===== config.mk =====
export PLATFORM = sky130hd
export DESIGN_NAME = temperature_channel_trend_alarm
export DESIGN_NICKNAME = d
export VERILOG_FILES = /design/src/sv/tcta_pkg.sv /design/src/sv/tcta_step.sv /design/src/sv/tcta_report.sv /design/src/sv/temperature_channel_trend_alarm.sv
export VERILOG_INCLUDE_DIRS = /design/src /design/src/sv
export SDC_FILE = /design/constraint.sdc
export NUM_CORES = 2
export LEC_CHECK = 0
export BUFFER_PORTS_ARGS = -buffer_cell sky130_fd_sc_hd__buf_2
export CAP_MARGIN = 20
export CORE_ASPECT_RATIO = 1.75
export CORE_MARGIN = 4
export CORE_UTILIZATION = 25
export DETAILED_ROUTE_END_ITERATION = 7
export GPL_TIMING_DRIVEN = 0
export SETUP_SLACK_MARGIN = 0.5
export SYNTH_ARGS = -nofsm -noshare
export SYNTH_HDL_FRONTEND = slang
export SYNTH_SLANG_ARGS = --single-unit

===== constraint.sdc =====
create_clock -name clk -period 17.5 [get_ports clk]
set_input_delay 1.75 -clock clk [delete_from_list [all_inputs] [get_ports clk]]
set_output_delay 1.75 -clock clk [all_outputs]
set_load 0.02 [all_outputs]

===== src/sv/assert_macros.svh =====
// ----------------------------------------------------------------------------
// Assertion macros
// Concurrent assertion wrappers shared by the trend alarm modules.
// ----------------------------------------------------------------------------
`ifndef ASSERT_MACROS_SVH
`define ASSERT_MACROS_SVH

`ifndef ASSERT_OFF

// clocked property, ignored while reset is high
`define TCTA_ASSERT(lbl, clk, rst, prop, msg) \
  lbl: assert property (@(posedge clk) disable iff (rst) prop) else $error(msg);

// clocked property, checked during reset too
`define TCTA_ASSERT_ALWAYS(lbl, clk, prop, msg) \
  lbl: assert property (@(posedge clk) prop) else $error(msg);

`else

`define TCTA_ASSERT(lbl, clk, rst, prop, msg)
`define TCTA_ASSERT_ALWAYS(lbl, clk, prop, msg)

`endif

`endif


===== src/sv/tcta_pkg.sv =====
// ----------------------------------------------------------------------------
// tcta_pkg
// Types and constants of the temperature channel trend alarm.
// ----------------------------------------------------------------------------
package tcta_pkg;

  localparam int SAMPLE_W    = 15;
  localparam int READING_W   = 16;
  localparam int TREND_W     = 2;
  localparam int ALARM_W     = 2;
  localparam int CFG_INDEX_W = 8;
  localparam int CFG_DATA_W  = 15;

  localparam int INACTIVE_CODE_DEF = 9990;

  typedef logic signed [SAMPLE_W-1:0]  temp_t;
  typedef logic signed [TREND_W-1:0]   trend_t;
  typedef logic signed [READING_W-1:0] reading_t;

  localparam temp_t LOW_LIMIT_RST  = 15'sd100;
  localparam temp_t HIGH_LIMIT_RST = 15'sd350;

  localparam trend_t TREND_FALL = -2'sd1;
  localparam trend_t TREND_FLAT = 2'sd0;
  localparam trend_t TREND_RISE = 2'sd1;

  typedef enum logic [ALARM_W-1:0] {
    ALARM_NONE = 2'd0,
    ALARM_LOW  = 2'd1,
    ALARM_HIGH = 2'd2
  } alarm_t;

  typedef enum logic [CFG_INDEX_W-1:0] {
    REG_LOW_LIMIT  = 8'd0,
    REG_HIGH_LIMIT = 8'd1,
    REG_FAHRENHEIT = 8'd2,
    REG_SMOOTHING  = 8'd3
  } cfg_reg_t;

  typedef struct packed {
    temp_t low_limit;
    temp_t high_limit;
    logic  fahrenheit_out;
    logic  thermocouple_smoothing;
  } cfg_t;

  // accepted value and trend sign of one beat, after the state update
  typedef struct packed {
    temp_t  held;
    trend_t trend;
  } step_res_t;

endpackage


===== src/sv/tcta_step.sv =====
// ----------------------------------------------------------------------------
// tcta_step
// Input register, held value / trend state update, one beat per cycle unless stalled.
// ----------------------------------------------------------------------------
`include "assert_macros.svh"

module tcta_step #(
  parameter int INACTIVE_CODE = tcta_pkg::INACTIVE_CODE_DEF
) (
  input  logic                clk,
  input  logic                rst,
  input  logic                in_valid,
  output logic                in_stall,
  input  tcta_pkg::temp_t     sample,
  input  logic                smoothing,
  output logic                res_valid,
  input  logic                res_ready,
  output tcta_pkg::step_res_t res
);
  import tcta_pkg::*;

  localparam temp_t INACTIVE = temp_t'(INACTIVE_CODE);

  // tenths to whole degrees, truncated toward zero; x*52429 >> 19 is exact below 2^18
  function automatic logic signed [11:0] whole_deg(input temp_t t);
    logic [14:0] mag;
    logic [31:0] prod;
    logic [11:0] q;
    mag  = t[14] ? 15'(-t) : 15'(t);
    prod = 32'(mag) * 32'd52429;
    q    = {1'b0, prod[29:19]};
    return t[14] ? $signed(12'd0 - q) : $signed(q);
  endfunction

  // signed divide by 3, truncated toward zero; x*43691 >> 17 is exact below 2^17
  function automatic temp_t div3(input logic signed [16:0] v);
    logic [15:0] mag;
    logic [32:0] prod;
    logic [14:0] q;
    mag  = v[16] ? 16'(-v) : 16'(v);
    prod = 33'(mag) * 33'd43691;
    q    = prod[31:17];
    return v[16] ? temp_t'(15'd0 - q) : temp_t'(q);
  endfunction

  logic                s0_valid;
  temp_t               s0_sample;
  temp_t               held;
  trend_t              last_trend;

  logic                adv0;
  logic                adv1;
  logic                load1;
  logic                prev_active;
  logic signed [11:0]  ws;
  logic signed [11:0]  wp;
  trend_t              sgn;
  logic signed [16:0]  avg_sum;
  temp_t               held_next;

  assign adv1     = !res_valid || res_ready;
  assign adv0     = !s0_valid || adv1;
  assign load1    = s0_valid && adv1;
  assign in_stall = !adv0;

  always_comb begin
    prev_active = (held != INACTIVE);
    ws          = whole_deg(s0_sample);
    wp          = whole_deg(held);
    avg_sum     = (17'(s0_sample) <<< 1) + 17'(held);

    if (!prev_active) begin
      sgn = TREND_FLAT;
    end else if (ws > wp) begin
      sgn = TREND_RISE;
    end else if (ws < wp) begin
      sgn = TREND_FALL;
    end else begin
      sgn = TREND_FLAT;
    end

    // a sample against the running trend is rejected, the old value stays
    priority if (s0_sample == INACTIVE) begin
      held_next = INACTIVE;
    end else if (last_trend == sgn) begin
      held_next = (smoothing && prev_active) ? div3(avg_sum) : s0_sample;
    end else begin
      held_next = held;
    end
  end

  always_ff @(posedge clk) begin
    if (rst) begin
      s0_valid   <= 1'b0;
      res_valid  <= 1'b0;
      held       <= INACTIVE;
      last_trend <= TREND_FLAT;
    end else begin
      if (adv0) begin
        s0_valid <= in_valid;
      end
      if (adv1) begin
        res_valid <= s0_valid;
      end
      if (load1) begin
        held       <= held_next;
        last_trend <= sgn;
      end
    end
  end

  always_ff @(posedge clk) begin
    if (adv0 && in_valid) begin
      s0_sample <= sample;
    end
    if (load1) begin
      res <= '{held: held_next, trend: sgn};
    end
  end

  `TCTA_ASSERT(a_inactive_clears_held, clk, rst, load1 && s0_sample == INACTIVE |=> held == INACTIVE, "inactive sample did not clear held value")
  `TCTA_ASSERT(a_flat_after_inactive, clk, rst, load1 && held == INACTIVE |=> res.trend == TREND_FLAT, "trend nonzero against inactive held value")
  `TCTA_ASSERT(a_res_matches_state, clk, rst, res_valid |-> (res.held == held && res.trend == last_trend), "result beat out of step with state")

endmodule


===== src/sv/tcta_report.sv =====
// ----------------------------------------------------------------------------
// tcta_report
// Alarm, change detection, unit conversion and the output register.
// ----------------------------------------------------------------------------
`include "assert_macros.svh"

module tcta_report #(
  parameter int INACTIVE_CODE = tcta_pkg::INACTIVE_CODE_DEF
) (
  input  logic                clk,
  input  logic                rst,
  input  tcta_pkg::cfg_t      cfg,
  input  logic                res_valid,
  output logic                res_ready,
  input  tcta_pkg::step_res_t res,
  output logic                out_valid,
  input  logic                out_stall,
  output tcta_pkg::reading_t  reading,
  output tcta_pkg::trend_t    trend,
  output logic [1:0]          alarm,
  output logic                changed
);
  import tcta_pkg::*;

  localparam temp_t INACTIVE = temp_t'(INACTIVE_CODE);

  // signed divide by 5, truncated toward zero; x*52429 >> 18 is exact below 2^18
  function automatic reading_t div5(input logic signed [18:0] v);
    logic [17:0] mag;
    logic [35:0] prod;
    logic [15:0] q;
    mag  = v[18] ? 18'(-v) : 18'(v);
    prod = 36'(mag) * 36'd52429;
    q    = {1'b0, prod[32:18]};
    return v[18] ? $signed(16'd0 - q) : $signed(q);
  endfunction

  temp_t               reported_value;
  alarm_t              reported_alarm;

  logic                adv2;
  logic                load2;
  logic                held_active;
  alarm_t              alarm_next;
  logic                changed_next;
  logic signed [18:0]  f_sum;
  reading_t            reading_next;

  assign adv2      = !out_valid || !out_stall;
  assign load2     = res_valid && adv2;
  assign res_ready = adv2;

  always_comb begin
    held_active = (res.held != INACTIVE);

    priority if (!held_active) begin
      alarm_next = ALARM_NONE;
    end else if (res.held <= cfg.low_limit) begin
      alarm_next = ALARM_LOW;
    end else if (res.held >= cfg.high_limit) begin
      alarm_next = ALARM_HIGH;
    end else begin
      alarm_next = ALARM_NONE;
    end

    // change is judged on Celsius tenths, independent of the unit shown
    changed_next = (alarm_next != reported_alarm) || (res.held != reported_value);

    // F tenths = (9*C + 1600) / 5
    f_sum = (19'(res.held) <<< 3) + 19'(res.held) + 19'sd1600;
    if (!held_active || !cfg.fahrenheit_out) begin
      reading_next = 16'(res.held);
    end else begin
      reading_next = div5(f_sum);
    end
  end

  always_ff @(posedge clk) begin
    if (rst) begin
      out_valid      <= 1'b0;
      reported_value <= INACTIVE;
      reported_alarm <= ALARM_NONE;
    end else begin
      if (adv2) begin
        out_valid <= res_valid;
      end
      if (load2) begin
        reported_value <= res.held;
        reported_alarm <= alarm_next;
      end
    end
  end

  always_ff @(posedge clk) begin
    if (load2) begin
      reading <= reading_next;
      trend   <= res.trend;
      alarm   <= alarm_next;
      changed <= changed_next;
    end
  end

  `TCTA_ASSERT(a_quiet_keeps_reported, clk, rst, load2 && !changed_next |=> ($stable(reported_value) && $stable(reported_alarm)), "reported state moved on an unchanged beat")
  `TCTA_ASSERT(a_alarm_needs_active, clk, rst, out_valid && alarm != ALARM_NONE |-> reported_value != INACTIVE, "alarm raised on inactive channel")
  `TCTA_ASSERT(a_alarm_is_reported, clk, rst, out_valid |-> alarm == reported_alarm, "output alarm differs from reported alarm")

endmodule


===== src/sv/temperature_channel_trend_alarm.sv =====
// A sample beat passes the input, step result and output registers in that order.
// Throughput: one beat per cycle unless stalled; the held value and trend registers
// close their update loop in the step stage; any unstalled cycle takes a new sample.
// Both sides stall through two registered stages and the output register.
// Reset (rst, synchronous, active high) empties the pipeline, sets the held and
// reported values to the inactive code, the trend flat, and the limits 10.0 / 35.0 C.
// ----------------------------------------------------------------------------
// temperature_channel_trend_alarm
// Temperature channel trend filter with min/max alarm and change flag.
// ----------------------------------------------------------------------------
module temperature_channel_trend_alarm #(
  parameter int INACTIVE_CODE = tcta_pkg::INACTIVE_CODE_DEF
) (
  input  logic                                 clk,
  input  logic                                 rst,
  input  logic                                 in_valid,
  output logic                                 in_stall,
  input  tcta_pkg::temp_t                      sample,
  output logic                                 out_valid,
  input  logic                                 out_stall,
  output tcta_pkg::reading_t                   reading,
  output tcta_pkg::trend_t                     trend,
  output logic [tcta_pkg::ALARM_W-1:0]         alarm,
  output logic                                 changed,
  input  logic                                 cfg_valid,
  output logic                                 cfg_ready,
  input  logic [tcta_pkg::CFG_INDEX_W-1:0]     cfg_index,
  input  logic [tcta_pkg::CFG_DATA_W-1:0]      cfg_data
);
  import tcta_pkg::*;

  cfg_t      cfg;
  logic      res_valid;
  logic      res_ready;
  step_res_t res;

  assign cfg_ready = 1'b1;

  // unknown register indexes are dropped
  always_ff @(posedge clk) begin
    if (rst) begin
      cfg <= '{low_limit: LOW_LIMIT_RST, high_limit: HIGH_LIMIT_RST,
               fahrenheit_out: 1'b0, thermocouple_smoothing: 1'b0};
    end else if (cfg_valid && cfg_ready) begin
      unique case (cfg_reg_t'(cfg_index))
        REG_LOW_LIMIT:  cfg.low_limit              <= $signed(cfg_data);
        REG_HIGH_LIMIT: cfg.high_limit             <= $signed(cfg_data);
        REG_FAHRENHEIT: cfg.fahrenheit_out         <= cfg_data[0];
        REG_SMOOTHING:  cfg.thermocouple_smoothing <= cfg_data[0];
        default: ;
      endcase
    end
  end

  tcta_step #(
    .INACTIVE_CODE(INACTIVE_CODE)
  ) u_step (
    .clk       (clk),
    .rst       (rst),
    .in_valid  (in_valid),
    .in_stall  (in_stall),
    .sample    (sample),
    .smoothing (cfg.thermocouple_smoothing),
    .res_valid (res_valid),
    .res_ready (res_ready),
    .res       (res)
  );

  tcta_report #(
    .INACTIVE_CODE(INACTIVE_CODE)
  ) u_report (
    .clk       (clk),
    .rst       (rst),
    .cfg       (cfg),
    .res_valid (res_valid),
    .res_ready (res_ready),
    .res       (res),
    .out_valid (out_valid),
    .out_stall (out_stall),
    .reading   (reading),
    .trend     (trend),
    .alarm     (alarm),
    .changed   (changed)
  );

endmodule

# Word-level counts from Yosys, hierarchy flattened
# Index checks and enable logic that the tools add are counted.
# Widths: inputs -> output; s select.
[classes]
add_sub_neg = 11
multipliers = 4
order_cmp = 4
n_eq_ne = 9
n_mux = 18
reduce_logical = 21
[ops]
columns = ["op", "n"]
rows = [
  ["$mux 15", 6],
  ["$mul 15x16->30 const B", 2],
  ["$mux 16", 3],
  ["$mul 18x16->33 const B", 1],
  ["$mul 16x16->32 const B", 1],
  ["$ne 15x15->1 const B", 2],
  ["$neg 15->15", 2],
  ["$mux 12", 2],
  ["$sub 1x11->12 const A", 2],
  ["$add 18x15->19", 1],
  ["$add 19x12->19 const B", 1],
  ["$mux 18", 1],
  ["$neg 18->18", 1],
  ["$add 16x15->17", 1],
  ["$eq 8x2->1 const B", 2],
  ["$neg 16->16", 1],
  ["$sub 1x15->16 const A", 1],
  ["$eq 15x15->1 const B", 1],
  ["$ge 15x15->1", 1],
  ["$le 15x15->1", 1],
  ["$ne 15x15->1", 1],
  ["$sub 1x15->15 const A", 1],
  ["$gt 12x12->1", 1],
  ["$lt 12x12->1", 1],
  ["9 further kinds", 30],
]
[word_totals]
reg_bits = 122
input_bits = 43
output_inout_bits = 24
wordCells = 85

# Longest topological paths before layout
[logic_depth]
depth_word = 12
depth_mapped = 46

# By module
# Synthesis repeated with hierarchy kept, for this count alone.
[unflattened]
cells_unflattened = 3094
hier_area_um2 = 27869.2
[by_module_without_submodules]
columns = ["module", "instances", "cells_each", "area_each_um2"]
rows = [
  ["tcta_step", 1, 1856, 16903.7],
  ["tcta_report", 1, 1103, 9581.7],
  ["temperature_channel_trend_alarm", 1, 135, 1383.8],
]

# Worst setup path after synthesis
# OpenSTA, ideal clock, no wires.
[synth_path]
path_type = "reg-to-reg"
start = "register u_step.s0_sample[6]"
end = "register, netlist name u_step.res[4]"
setup_time_ns = 0.266
arrival_ns = 9.933
required_ns = 17.234
slack_ns = 7.301
stages_incl_launch_ff = 40
path_buffers = 3
path_cell_list = "edfxtp_1 > or4_1 > clkbuf_1 > or2_1 > or4_1 > or4b_1 > inv_1 > xnor2_1 > fa_1 > inv_1 > fa_1 > fa_1 > inv_1 > fa_1 > fa_1 > ha_1 > a21oi_1 > o21ai_0 > [... 4 more ...] > a22oi_1 > nand2_1 > nor4_1 > mux2i_1 > o211ai_1 > xor2_1 > ha_1 > nand4_1 > nor2_1 > o21ai_0 > and3_1 > a21oi_1 > o21ai_0 > or2_2 > clkbuf_1 > clkbuf_1 > o21ai_0 > nand2_1"
[synth_via]
elab_chain_len = 12
[synth_rtl]
columns = ["item", "line_no", "text"]
rows = [
  ["start, declared", "tcta_step.sv:47", "temp_t s0_sample;"],
  ["start signal, assigned", "tcta_step.sv:114", "s0_sample <= sample;"],
  ["$neg 15->15", "tcta_step.sv:29", "mag = t[14] ? 15'(-t) : 15'(t);"],
  ["$mux 15", "tcta_step.sv:29", ""],
  ["$mul 15x16->30", "tcta_step.sv:30", "prod = 32'(mag) * 32'd52429;"],
  ["$sub 1x11->12", "tcta_step.sv:32", "return t[14] ? $signed(12'd0 - q) : $signed(q);"],
  ["$mux 12", "tcta_step.sv:32", ""],
  ["$lt 12x12->1", "tcta_step.sv:76", "end else if (ws < wp) begin"],
  ["$mux 2", "tcta_step.sv:76", ""],
  ["$mux 2", "tcta_step.sv:74", "end else if (ws > wp) begin"],
  ["$mux 2", "tcta_step.sv:72", "if (!prev_active) begin"],
  ["$eq 2x2->1", "tcta_step.sv:85", "end else if (last_trend == sgn) begin"],
  ["$mux 15", "tcta_step.sv:85", ""],
  ["$mux 15 *", "tcta_step.sv:83", "priority if (s0_sample == INACTIVE) begin"],
  ["net u_step.held_next[2]", "tcta_step.sv:59", "temp_t held_next;"],
]
# The timed path passes the listed nets; every way through them passes the cells marked *.
# A chain may end at the register's enable or synchronous reset.

# Worst setup path in the final report
[layout_path]
start = "register u_step.s0_sample[6]"
end = "register, netlist name u_step.res[4]"
[layout_via]
elab_chain_len = 12
[layout_rtl]
columns = ["item", "line_no"]
rows = [
  ["$neg 15->15", "tcta_step.sv:29"],
  ["$mux 15", "tcta_step.sv:29"],
  ["$mul 15x16->30", "tcta_step.sv:30"],
  ["$sub 1x11->12", "tcta_step.sv:32"],
  ["$mux 12", "tcta_step.sv:32"],
  ["$lt 12x12->1", "tcta_step.sv:76"],
  ["$mux 2", "tcta_step.sv:76"],
  ["$mux 2", "tcta_step.sv:74"],
  ["$mux 2", "tcta_step.sv:72"],
  ["$eq 2x2->1", "tcta_step.sv:85"],
  ["$mux 15", "tcta_step.sv:85"],
  ["$mux 15 *", "tcta_step.sv:83"],
  ["net u_step.held_next[2]", "tcta_step.sv:59"],
]
# Marked as above.

==> metrics.cfg <==
[global_route]
grt_usage_pct=13.68
gr-total-overflow=0
grt_max_degree=31
met3_usage_pct=1.432
grt_busiest_layer=met2
gr-usage-met2_pct=27.67
grt_use_met1_pct=13.34
grt_antenna_before_repair=3
grt_pass1_wl_mm=126.6
grt_pass1_vias=24175

[routing]
drt_pass1_iterations=5
routed_via_density=4.782
drc=0
routed-via-count=22528
avgRoutedWirePerCell_microns=16.94
routed_wl_mm=79.78
drt_iter0_drc=931
ant_nets=0

[sta]
setup_tns_ns=0
max_freq_ghz=0.08060
tightest_slew_ns=1.068
slew_headroom_pct=28.31
period_needed_ns=12.41
report.final.slew_viol_count=0
rsz0062_at_grt=false
finalClockSkew_ns=0.02216
period_share_pct=70.90
setup_viol=0
hold_violations=0

[synth]
yosys.area.top_type_share_pct=25.41
synth-async-reset-ratio_pct=0
avgSynthCellArea_sq_um=8.846
synth_cells=3140
synth-edff-count=53
syn_nets=4042
ys_seq_elements=122
synth_flop_cell=dfxtp_1
synth_warnings=0
synth.top_cells.by_area=ha_1 (25%), fa_1 (21%), inv_1 (7.4%)
yosysSeqAreaShare_pct=10.70
netlist_area_sq_um=27780
yosysTopAreaCell=ha_1
ys_types=98

[final_layout]
syn2layout_area_growth_pct=10.23
multi_input_area_sq_um=22440
layout-drive-gt1-share_pct=4.968
nNetsFinal=4130
final_cell_mix=ha_1 (564), inv_1 (546), fa_1 (295)
fill_cells=11773
regArea_sq_um=2973
final_common_cell=ha_1

[cts]
post_cts_buffers=0
cts_tree=built
cts.sinks=122
clk_latency_ns=0.45
cts-htree-levels=4
clkTransAtPathRegs_ns=0.07
cts_hold_buf=0
cts_buffers=17
clockBufferDepth=2
cts_resized=0
cts-root-buf=clkbuf_16

[critical_path]
required_ns=17.68
cp_common_cell=fa_1
critPathCaptureType=register
crit_buf_inv=6
crit_type=reg -> reg
crit_path_max_incr_delay_ns=0.77
slowest_stage=a2111oi_1
path_max_fanout=10
cp-start-kind=register
critPathTopFamily=simple AND/OR/NAND/NOR gates
worstPathArrival_ns=12.58

[floorplan]
start_util_pct=25.21
die-area_sq_um=116700
row_count=161
core-area_sq_um=110200
fp.dieW_microns=260.0
fp.dieH_microns=449.0
pin_count=67

[placement]
port_buffers=64
gp_congestion=0.9141
dpl.hpwl_mm=70.10

[status]
status=complete, no violations

[min_path]
holdCritPathClass=reg -> reg

[run]
maxCapViolations=0

[synth_stat cells (all sizes together) (30+ instances only)]
cell type	count
a21o	44
xor2	65
fa	295
clkbuf	70
inv	546
nand4	37
o21ai	117
nand3	60
nor3	47
ha	564
edfxtp	53
dfxtp	69
xnor2	130
a211oi	30
a21oi	173
nand2	245
nor2	152
[per-layer routing]
metal | wire length [microns] | vias up
li1 | - | 10887
met1 | 27650 | 10944
met2 | 45010 | 495
met3 | 2405 | 202
met4 | 4718 | 0
met5 | 0 | -
[state kept, by name, summed over array words and instances (netlist names)]
name / cells
cfg: 32
u_step.res: 17
u_report.reading: 16
u_report.reported_value: 15
u_step.held: 15
u_step.s0_sample: 15
u_report.alarm: 2
u_report.reported_alarm: 2
u_report.trend: 2
u_step.last_trend: 2
u_report.changed: 1
u_report.out_valid: 1
u_step.res_valid: 1
u_step.s0_valid: 1
[worst register-to-register path, delay by kind of cell, from the launching register on]
| kind | cells | cell delay (ns) |
|---|---|---|
| AO/OA/AOI/OAI | 10 | 2.86 |
| XOR/XNOR | 2 | 0.24 |
| adder cells (fa/ha/maj) | 7 | 3.32 |
| buffers and inverters | 6 | 1.18 |
| flip-flops | 1 | 0.60 |
| AND/OR/NAND/NOR | 15 | 3.94 |
[cell type report]
| cell class | count | share of cell area, % |
|---|---|---|
| tap | 1467 | 5.995 |
| sequential | 122 | 9.710 |
| inverter | 548 | 6.718 |
| timing repair buffer | 69 | 1.279 |
| clock buffer | 20 | 1.565 |
| clock inverter | 12 | 0.4005 |
| buffer | 77 | 1.018 |
| antenna | 3 | 0.02452 |
| multi-input combinational | 2393 | 73.29 |
[cells by family (layout without fill, tap and decap cells)]
kind of cell    count (synthesis)  in the layout  share of synthesized area (%)
mux                            19             19                         0.6937
fa+ha+maj                     859            859                          46.67
other cells                     1              4                        0.01350
flops                         122            122                          10.70
simple gates                  748            748                          13.35
buf+inv                       625            726                          8.523
xor+xnor                      195            195                          6.176
compound gates                571            571                          13.88
[path summary, 6_finish.rpt]
path / slack [ns] / start / end / cells past startpoint
worst max-delay path: 5.09 / u_step.s0_sample[6] / u_step.res[4] / 40
worst min-delay path: 0.45 / cfg[9] / cfg[9] / 2
worst max register to register: 5.09 / u_step.s0_sample[6] / u_step.res[4] / 40
worst min register to register: 0.45 / cfg[9] / cfg[9] / 2
[through the flow]
step | setup WS, ns | hold WS, ns | util, % | instances | cell area [sq um]
2_1_floorplan | 7.301 | 0.4003 | - | 3140 | 27780
3_3_place_gp | 5.215 | 0.4391 | 27.16 | 4671 | 29930
3_5_place_dp | 5.106 | 0.4445 | 27.22 | 4674 | 30000
4_1_cts | 5.061 | 0.4532 | 27.77 | 4706 | 30600
5_1_grt | 4.247 | 0.4682 | 27.78 | 4710 | 30610
6_report | 5.093 | 0.4501 | 27.79 | 4711 | 30620
Power is not shown: default switching activity piles up to over one toggle a cycle in this logic, so the estimate is an artifact.
